--- config.mk ---
export PLATFORM = sky130hd
export DESIGN_NAME = sfd_core
export DESIGN_NICKNAME = d
export VERILOG_FILES = /design/src/rtl/sfd_pkg.sv /design/src/rtl/sfd_core.sv
export SDC_FILE = /design/constraint.sdc
export NUM_CORES = 2
export LEC_CHECK = 0
export BUFFER_PORTS_ARGS = -buffer_cell sky130_fd_sc_hd__buf_4
export CAP_MARGIN = 20
export CORE_AREA = 2 2 340 342
export DETAILED_ROUTE_END_ITERATION = 8
export DIE_AREA = 0 0 342 344
export PLACE_DENSITY = 0.5
export SYNTH_ARGS = -nofsm -noshare
export SYNTH_HDL_FRONTEND = slang
export SYNTH_SLANG_ARGS = --single-unit
--- constraint.sdc ---
create_clock -name i_clk -period 14.3 [get_ports i_clk]
set_clock_uncertainty 0.05 [all_clocks]
set_input_delay 2.86 -clock i_clk [delete_from_list [all_inputs] [get_ports i_clk]]
set_output_delay 2.86 -clock i_clk [all_outputs]
set_load 0.005 [all_outputs]
--- src/rtl/sfd_pkg.sv ---
// Shared types and constants for the smoothed feedback delay.
// Holds register widths, reset values, register indexes and the config struct.
// No dependencies.
package sfd_pkg;

    // Default sizes handed to the top-level parameters.
    localparam int STORE_DEPTH_DEF  = 131072;
    localparam int SAMPLE_WIDTH_DEF = 24;

    // Register widths.
    localparam int TGT_DELAY_W  = 17;
    localparam int TGT_FB_W     = 15;
    localparam int TGT_MIX_W    = 16;
    localparam int COEFF_W      = 16;
    localparam int DELAY_FRAC_W = 8;

    // Configuration write port.
    localparam int CFG_IDX_W  = 2;
    localparam int CFG_DATA_W = 17;

    localparam logic [CFG_IDX_W-1:0] REG_TARGET_DELAY    = 2'd0;
    localparam logic [CFG_IDX_W-1:0] REG_TARGET_FEEDBACK = 2'd1;
    localparam logic [CFG_IDX_W-1:0] REG_TARGET_MIX      = 2'd2;
    localparam logic [CFG_IDX_W-1:0] REG_SMOOTHING_COEFF = 2'd3;

    // Reset values.
    localparam int TGT_DELAY_RST = 24000;
    localparam int TGT_FB_RST    = 16384;
    localparam int TGT_MIX_RST   = 16384;
    localparam int COEFF_RST     = 66;

    // Unity gain in Q1.15.
    localparam int ONE_Q15 = 32768;

    typedef struct packed {
        logic [TGT_DELAY_W-1:0] target_delay;
        logic [TGT_FB_W-1:0]    target_feedback;
        logic [TGT_MIX_W-1:0]   target_mix;
        logic [COEFF_W-1:0]     smoothing_coeff;
    } t_cfg;

endpackage

--- src/rtl/sfd_core.sv ---
// Sequencer and datapath of the smoothed feedback delay: control smoothing,
// delay-line addressing and the mix arithmetic on one shared multiplier.
// Depends on sfd_pkg; drives the ports of an sfd_ram instance.
module sfd_core
    import sfd_pkg::*;
#(
    parameter int STORE_DEPTH  = STORE_DEPTH_DEF,
    parameter int SAMPLE_WIDTH = SAMPLE_WIDTH_DEF,
    localparam int AW          = $clog2(STORE_DEPTH)
) (
    input  logic                           i_clk,
    input  logic                           i_rst_n,
    input  t_cfg                           i_cfg,
    input  logic                           i_in_valid,
    output logic                           o_in_ready,
    input  logic signed [SAMPLE_WIDTH-1:0] i_sample,
    input  logic                           i_res_ready,
    output logic                           o_res_valid,
    output logic signed [SAMPLE_WIDTH-1:0] o_res,
    output logic                           o_ram_we,
    output logic [AW-1:0]                  o_ram_waddr,
    output logic [SAMPLE_WIDTH-1:0]        o_ram_wdata,
    output logic [AW-1:0]                  o_ram_raddr,
    input  logic [SAMPLE_WIDTH-1:0]        i_ram_rdata
);

    localparam int SW    = SAMPLE_WIDTH;
    localparam int SD_W  = TGT_DELAY_W + DELAY_FRAC_W;
    localparam int MA_W  = TGT_MIX_W + 2;
    localparam int MB_W  = (SD_W + 1 > SW + 2) ? SD_W + 1 : SW + 2;
    localparam int P_W   = MA_W + MB_W;
    localparam int TAP_W = SW + 2;
    localparam int CW    = (TGT_DELAY_W > AW) ? TGT_DELAY_W : AW;

    localparam logic signed [P_W-1:0] RND16  = P_W'(32768);
    localparam logic signed [P_W-1:0] RND15  = P_W'(16384);
    localparam logic signed [P_W:0]   RND15W = (P_W+1)'(16384);
    localparam logic signed [P_W:0]   SAT_HI = (P_W+1)'((64'd1 << (SW - 1)) - 64'd1);
    localparam logic signed [P_W:0]   SAT_LO = ~SAT_HI;

    typedef enum logic [3:0] {
        ST_IDLE,
        ST_DLY,
        ST_FB,
        ST_MIX,
        ST_TAP,
        ST_TAPR,
        ST_WET,
        ST_DRY,
        ST_OUT
    } t_state;

    t_state                  r_state;
    logic [SD_W-1:0]         r_sd;
    logic [TGT_FB_W-1:0]     r_sf;
    logic [TGT_MIX_W-1:0]    r_sm;
    logic [AW-1:0]           r_wp;
    logic                    r_full;
    logic signed [SW-1:0]    r_x;
    logic signed [P_W-1:0]   r_prod;
    logic signed [TAP_W-1:0] r_tap;
    logic signed [P_W-1:0]   r_acc;
    logic                    r_rd_ok;

    logic signed [SD_W:0]      dly_diff;
    logic signed [TGT_FB_W:0]  fb_diff;
    logic signed [TGT_MIX_W:0] mix_diff;
    logic [TGT_FB_W:0]         fb_gain;
    logic signed [TGT_MIX_W:0] dry_gain;
    logic signed [SW-1:0]      rdata_s;
    logic signed [MA_W-1:0]    mul_a;
    logic signed [MB_W-1:0]    mul_b;
    logic signed [P_W-1:0]     mul_p;
    logic signed [P_W-1:0]     rnd16;
    logic signed [P_W-1:0]     rnd15;
    logic [SD_W-1:0]           n_sd;
    logic [TGT_FB_W-1:0]       n_sf;
    logic [TGT_MIX_W-1:0]      n_sm;
    logic signed [TAP_W-1:0]   n_tap;
    logic signed [P_W:0]       acc;
    logic signed [P_W:0]       y_pre;
    logic signed [SW-1:0]      n_y;
    logic [TGT_DELAY_W-1:0]    dly_whole;
    logic [AW-1:0]             dly_c;
    logic [AW:0]               rd_sum;
    logic [AW-1:0]             raddr;
    logic                      rd_ok_n;
    logic                      finish;

    // Differences toward the targets; the whole-sample delay target is widened to Q.8.
    assign dly_diff = $signed({1'b0, i_cfg.target_delay, {DELAY_FRAC_W{1'b0}}})
                    - $signed({1'b0, r_sd});
    assign fb_diff  = $signed({1'b0, i_cfg.target_feedback}) - $signed({1'b0, r_sf});
    assign mix_diff = $signed({1'b0, i_cfg.target_mix}) - $signed({1'b0, r_sm});

    assign fb_gain  = (TGT_FB_W+1)'(ONE_Q15) + (TGT_FB_W+1)'(r_sf);
    assign dry_gain = (TGT_MIX_W+1)'(ONE_Q15) - {1'b0, r_sm};
    assign rdata_s  = $signed(i_ram_rdata);

    // Operand selection for the shared multiplier.
    always_comb begin
        mul_a = '0;
        mul_b = '0;
        unique case (r_state)
            ST_DLY: begin
                mul_a = MA_W'({1'b0, i_cfg.smoothing_coeff});
                mul_b = MB_W'(dly_diff);
            end
            ST_FB: begin
                mul_a = MA_W'({1'b0, i_cfg.smoothing_coeff});
                mul_b = MB_W'(fb_diff);
            end
            ST_MIX: begin
                mul_a = MA_W'({1'b0, i_cfg.smoothing_coeff});
                mul_b = MB_W'(mix_diff);
            end
            ST_TAP: begin
                mul_a = MA_W'(fb_gain);
                // An entry never written since reset reads as silence.
                mul_b = r_rd_ok ? MB_W'(rdata_s) : '0;
            end
            ST_WET: begin
                mul_a = MA_W'({1'b0, r_sm});
                mul_b = MB_W'(r_tap);
            end
            ST_DRY: begin
                mul_a = MA_W'(dry_gain);
                mul_b = MB_W'(r_x);
            end
            default: begin
                mul_a = '0;
                mul_b = '0;
            end
        endcase
    end

    assign mul_p = mul_a * mul_b;

    // Round-half-up shifts of the registered product.
    assign rnd16 = (r_prod + RND16) >>> 16;
    assign rnd15 = (r_prod + RND15) >>> 15;
    assign n_sd  = r_sd + SD_W'(rnd16);
    assign n_sf  = r_sf + TGT_FB_W'(rnd16);
    assign n_sm  = r_sm + TGT_MIX_W'(rnd16);
    assign n_tap = TAP_W'(rnd15);

    // Final sum of wet and dry parts, rounded and saturated.
    assign acc   = (P_W+1)'(r_acc) + (P_W+1)'(r_prod);
    assign y_pre = (acc + RND15W) >>> 15;

    always_comb begin
        if (y_pre > SAT_HI) begin
            n_y = SW'(SAT_HI);
        end else if (y_pre < SAT_LO) begin
            n_y = SW'(SAT_LO);
        end else begin
            n_y = SW'(y_pre);
        end
    end

    // Read address: write position minus the clamped whole-sample delay.
    assign dly_whole = r_sd[SD_W-1:DELAY_FRAC_W];

    always_comb begin
        if (CW'(dly_whole) > CW'(STORE_DEPTH - 1)) begin
            dly_c = AW'(STORE_DEPTH - 1);
        end else begin
            dly_c = AW'(dly_whole);
        end
    end

    always_comb begin
        if (r_wp >= dly_c) begin
            rd_sum = {1'b0, r_wp} - {1'b0, dly_c};
        end else begin
            rd_sum = {1'b0, r_wp} + (AW+1)'(STORE_DEPTH) - {1'b0, dly_c};
        end
    end

    assign raddr = rd_sum[AW-1:0];

    // Entries are written in address order from zero, so a fill flag and
    // the write position tell which entries have not been written since reset.
    assign rd_ok_n = r_full || (raddr < r_wp);

    assign finish = (r_state == ST_OUT) && i_res_ready;

    always_ff @(posedge i_clk) begin
        if (!i_rst_n) begin
            r_state <= ST_IDLE;
            r_sd    <= SD_W'(TGT_DELAY_RST) << DELAY_FRAC_W;
            r_sf    <= TGT_FB_W'(TGT_FB_RST);
            r_sm    <= TGT_MIX_W'(TGT_MIX_RST);
            r_wp    <= '0;
            r_full  <= 1'b0;
        end else begin
            unique case (r_state)
                ST_IDLE: begin
                    if (i_in_valid) begin
                        r_state <= ST_DLY;
                    end
                end
                ST_DLY: begin
                    r_state <= ST_FB;
                end
                ST_FB: begin
                    r_sd    <= n_sd;
                    r_state <= ST_MIX;
                end
                ST_MIX: begin
                    r_sf    <= n_sf;
                    r_state <= ST_TAP;
                end
                ST_TAP: begin
                    r_sm    <= n_sm;
                    r_state <= ST_TAPR;
                end
                ST_TAPR: begin
                    r_state <= ST_WET;
                end
                ST_WET: begin
                    r_state <= ST_DRY;
                end
                ST_DRY: begin
                    r_state <= ST_OUT;
                end
                ST_OUT: begin
                    if (i_res_ready) begin
                        if (r_wp == AW'(STORE_DEPTH - 1)) begin
                            r_wp   <= '0;
                            r_full <= 1'b1;
                        end else begin
                            r_wp <= r_wp + 1'b1;
                        end
                        r_state <= ST_IDLE;
                    end
                end
                default: begin
                    r_state <= ST_IDLE;
                end
            endcase
        end
    end

    // Datapath registers.
    always_ff @(posedge i_clk) begin
        case (r_state) inside
            ST_IDLE: begin
                r_x <= i_sample;
            end
            ST_MIX: begin
                r_rd_ok <= rd_ok_n;
                r_prod  <= mul_p;
            end
            ST_TAPR: begin
                r_tap <= n_tap;
            end
            ST_DRY: begin
                r_acc  <= r_prod;
                r_prod <= mul_p;
            end
            ST_DLY, ST_FB, ST_TAP, ST_WET: begin
                r_prod <= mul_p;
            end
            default: begin
            end
        endcase
    end

    assign o_in_ready  = (r_state == ST_IDLE);
    assign o_res_valid = finish;
    assign o_res       = n_y;
    assign o_ram_we    = finish;
    assign o_ram_waddr = r_wp;
    assign o_ram_wdata = n_y;
    assign o_ram_raddr = raddr;

endmodule

Word-level counts from Yosys, hierarchy flattened
Cells that the tools add are included.

Add/sub/neg operators: 16. Multipliers: 1. $lt $le $gt $ge: 5. Equality and inequality tests: 12. Multiplexer cells: 15. Bitwise gates (word level): 3. Reduce and logical (&&, ||, !) cells: 13.

Operators by type and width (number): two-way mux 44 bit (4); case mux 26 bit (6 select lines) (1); case mux 18 bit (4 select lines) (1); two-way mux 17 bit (3); two-way mux 24 bit (2); adder 44 x 44 -> 45 bit (1); adder 45 x 16 -> 45 bit (second input constant) (1); multiplier 18 x 26 -> 44 bit (1); adder 41 x 16 -> 41 bit (second input constant) (1); adder 41 x 17 -> 41 bit (second input constant) (1); case mux 4 bit (9 select lines) (1); adder 17 x 1 -> 17 bit (second input constant) (2); subtractor 17 bit (2); greater-than comparator 30 x 24 -> 1 bit (second input constant) (1); < comparator 30 x 24 -> 1 bit (second input constant) (1); two-way mux 26 bit (1); subtractor 25 x 25 -> 26 bit (1); adder 25 bit (1); == test 17 bit (second input constant) (1); >= comparator 17 bit (1); greater-than comparator 17 bit (second input constant) (1); < comparator 17 bit (1); subtractor 16 x 16 -> 17 bit (1); subtractor 16 x 16 -> 17 bit (first input constant) (1); 20 further kinds (33).

Bits in registers: 217. Input port bits: 116.

Logic depth before layout (Yosys ltp)
Depth in word-level cells: 8. Mapped depth: 41. Depth with buffers taken out: 39.

Worst setup path after synthesis
No wires, ideal clock.

Kind: input to register. Start: input i_cfg[16] (netlist name). End: register r_prod[40] (data pin). Arrival: 11407 ps. Setup slack: 2584 ps. Cell stages on the path: 37. Cell sequence: inv_1 > ha_1 > fa_1 > nor2b_1 > o21ai_0 > a21boi_1 > o21ai_0 > a21boi_1 > o21ba_2 > o21ai_1 > a31oi_1 > a31o_2 > nand2_2 > a2111oi_2 > nor2_1 > fa_1 > inv_1 > fa_1 > fa_1 > inv_1 > fa_1 > fa_1 > inv_1 > fa_1 > inv_1 > ha_1 > and3_1 > a221o_1 > a21oi_1 > o22ai_1 > o31a_1 > a221oi_2 > o221ai_1 > nor3_1 > o21ai_0 > a21oi_1 > xnor2_1.

Longest elaborated chain between the ends: 7.

Ends and longest elaborated chain: start, declared (line sfd_core.sv:13) `input t_cfg i_cfg,`; subtractor 16 x 16 -> 17 bit (*) (line sfd_core.sv:94) `assign mix_diff = $signed({1'b0, i_cfg.target_mix}) - $signed({1'b0, r_sm});`; case mux 26 bit (6 select lines) (*) (line sfd_core.sv:104) `unique case (r_state)`; multiplier 18 x 26 -> 44 bit (*) (line sfd_core.sv:137) `assign mul_p = mul_a * mul_b;`; named net mul_p[40] (line sfd_core.sv:73) `logic signed [P_W-1:0] mul_p;`; two-way mux 44 bit (3 in series) (line sfd_core.sv:247) `case (r_state) inside`; two-way mux 44 bit (*) (line sfd_core.sv:247); end signal, assigned (line sfd_core.sv:253) `r_prod <= mul_p;`; end signal, assigned (line sfd_core.sv:260) `r_prod <= mul_p;`; end signal, assigned (line sfd_core.sv:263) `r_prod <= mul_p;`; end, declared (line sfd_core.sv:60) `logic signed [P_W-1:0] r_prod;`.

The timed path passes the listed nets; every way through them passes the cells marked *. The select of a mux whose other input is x is not followed. A chain may end at the register's enable or synchronous reset.

Worst setup path after layout
Ends and elaborated chain as after synthesis.

==> results.tsv <==
stage	metric	value	unit
floorplan	Core Region	0.114	mm^2
pwr	Psw	1.95	mW
floorplan	Die Ht	344	um
setup_path	worst reg2reg path depth	29	
status	status	completed	
floorplan	Die ar.	0.118	mm^2
clock_tree	Skew-Pair Late Insertion Delay	0.59	ns
setup_path	RR Startpoint	r_state[0]	
clock_tree	clk sinks	217	
sta	Final Hold Vio Count	0	
setup_path	crit-path max FO	9	
logic_synthesis	synthesized area per cell	8.82	um^2
clock_tree	cts repair resizes	0	
logic_synthesis	Synth top cells by count	inv_1 (691), fa_1 (464), nand2_1 (425)	
floorplan	Initial Util	29.8	%
floorplan	io pins	201	
setup_path	kind of critical path	input pin to register	
logic_synthesis	share of flip-flops with an asynchronous set or reset	0	%
logic_synthesis	area share of the largest cell type after synthesis	27.4	%
route	Vias/cell	4.98	
sta	endpoints failing setup	0	
setup_path	data arrival time of the worst path	12.73	ns
route	drt drc	0	
hold_path	worst hold-check path type	register to register	
sta	fin crit share	87.1	%
clock_tree	TritonCTS clock tree	yes	
route	via count	27400	
sta	setup tns final	0	ns
sta	RSZ-0062 raised after global routing	no	
global_routing	first-pass GRT wire length	178	mm
final_layout	Final nets	4894	
setup_path	Slowest Stage Delay on Critical Path	0.58	ns
setup_path	Req. time, crit path	14.57	ns
sta	Final min period	12.45	ns
logic_synthesis	most common cell in the synthesized netlist	inv_1	
clock_tree	cts bufs inserted	28	
route	initial detailed-routing violation count	2064	
sta	final hold slack	0.416	ns
logic_synthesis	FF+latch count, synth	217	
sta	relative slew slack	15.1	%
clock_tree	CTS Hold Bufs	0	
logic_synthesis	ranking of synthesized cells by area	fa_1 (27%), edfxtp_1 (12%), ha_1 (12%), inv_1 (7.6%), nand2_1 (4.7%)	
setup_path	Worst path slowest cell	fa_1	
global_routing	vias in the first global route	27900	
final_layout	synth-to-layout area growth	12.5	%
pwr	Power Internal	2.17	mW
global_routing	largest net degree at the start of global routing	50	
logic_synthesis	Post-synth top flop	edfxtp_1	
pwr	Leak	17.8	nW
route	WL per Instance	21.3	um
pwr	PD cells	108	mW/mm^2
setup_path	worst setup path start	i_cfg[16]	
logic_synthesis	Gate Count Post-Synth	3845	
sta	fmax	0.0803	GHz
pwr	combinational group share of total power	60.1	%
floorplan	Rows	124	
clock_tree	Worst-path clk slew	0.07	ns
logic_synthesis	Yosys top cell by area	fa_1	
logic_synthesis	Synth Net Count	4758	
clock_tree	Max Buffers Root-to-Sink	3	
pwr	Peak VDD IR	0.0971	mV
route	wirelength, routed	118	mm
placed_design	port bufs	200	
sta	Slew Limit Fails	0	
logic_synthesis	Ys Warns	0	
hold_path	min-delay src	r_prod[11]	
global_routing	initial antenna violation count	3	
route	first drt pass iteration count	5	
placed_design	Final HPWL DP	95.4	mm
route	DRT antenna net count	0	
global_routing	GR Overflow Total	0	
clock_tree	H-Tree Depth	1	
final_layout	Final Util	33.5	%
setup_path	CP Capture Type	register	
final_layout	layout cell share with drive strength beyond 1	9.92	%
setup_path	most frequent CP cell	fa_1	
floorplan	chip width	342	um
logic_synthesis	sequential share of the synthesized area	16.9	%
logic_synthesis	library cells used by synthesis	93	
placed_design	RePlAce Congestion	0.960	
hold_path	hold path cells	0	
sta	Worst-Margin Slew	1.27	ns
setup_path	Startpoint Class	input pin	
pwr	clock power share	17.9	%
clock_tree	clock root cell	clkbuf_16	
logic_synthesis	number of synthesized flops with an enable pin	139	
pwr	Seq pwr share	21.9	%
logic_synthesis	Mapped Area	0.0339	mm^2
pwr	Net Sw Frac	47.4	%
flow_run	max_cap viols	0	
global_routing	all-layer global routing usage	20.0	%
clock_tree	Post-CTS Setup Inserts	0	
[cell families (layout without fill, tap and decap cells)]
group	after synthesis	in the layout	share of synthesized area (%)
simple gates	1107	1107	14.7
buf+inv	846	1004	9.73
fa+ha+maj	797	797	39.7
compound gates	643	643	12.9
xor+xnor	227	227	5.93
flops	217	217	16.9
mux	8	8	0.240
other cells	0	1	0
[power by group through the flow]
stage	Clock, mW	Combinational [mW]	Sequential, mW
after global routing	0.780	2.76	0.912
after detailed placement	0	2.47	0.918
after global placement	0	2.46	0.919
final	0.739	2.48	0.903
after floorplan	0	1.71	0.844
after CTS	0.755	2.49	0.906
[cells in the final DEF (no fill, tap or decap), drive strengths merged, types with 35 or more instances in the layout]
master / instances
fa: 464
nand3: 54
dfxtp: 78
clkbuf: 35
ha: 333
buf: 259
edfxtp: 139
inv: 693
nor2: 341
a21oi: 179
xor2: 69
a21o: 72
and2: 38
xnor2: 158
o21ai: 140
nand4: 37
nor3: 47
nand2: 428
[routing by layer]
layer / vias up / global-route usage [%] / part of all wire, %
li1: 12800 / - / -
met1: 13700 / 27.4 / 45
met2: 810 / 33.1 / 46
met3: 143 / 3.06 / 6.8
met4: 0 / 4.56 / 2.3
met5: - / 0 / 0
[worst max-delay path, delay by kind of cell]
kind | cells | cell delay, ns
compound gates | 16 | 3.98
buf+inv | 6 | 0.31
simple gates | 6 | 1.43
xor+xnor | 1 | 0.08
fa+ha+maj | 9 | 4.07
[path summary, 6_finish.rpt]
kind,endpoint,slack (ns)
worst min register to register,r_acc[11],0.42
worst max register to register,r_prod[40],3.21
worst min-delay path,r_acc[11],0.42
worst max-delay path,r_prod[40],1.85
[sequential cells by signal, summed over array words and instances, names as in the netlist]
register / flops
o_ram_waddr: 17
r_acc: 44
r_full: 1
r_prod: 44
r_rd_ok: 1
r_sd: 25
r_sf: 15
r_sm: 16
r_state: 4
r_tap: 26
r_x: 24
[through the flow]
stage	setup WS [ns]	std cells	power (mW)	instance area, um^2
after floorplan	2.58	3845	2.56	33900
after global placement	1.48	5462	3.38	37200
after detailed placement	1.38	5462	3.39	37200
after CTS	1.95	5514	4.15	38200
after global routing	1.29	5515	4.45	38200
final	1.85	5516	4.12	38200
[area by class of cell]
type	count	area, um^2
clock buffers	35	747
clock inverters	17	183
flip-flops and latches	217	5740
fillers	12100	75700
multi-input cells	2782	25100
inverters	693	2600
diodes	1	2.50
well taps	1512	1890
repair buffers	259	1940
Power figures use the tool's default switching activity.
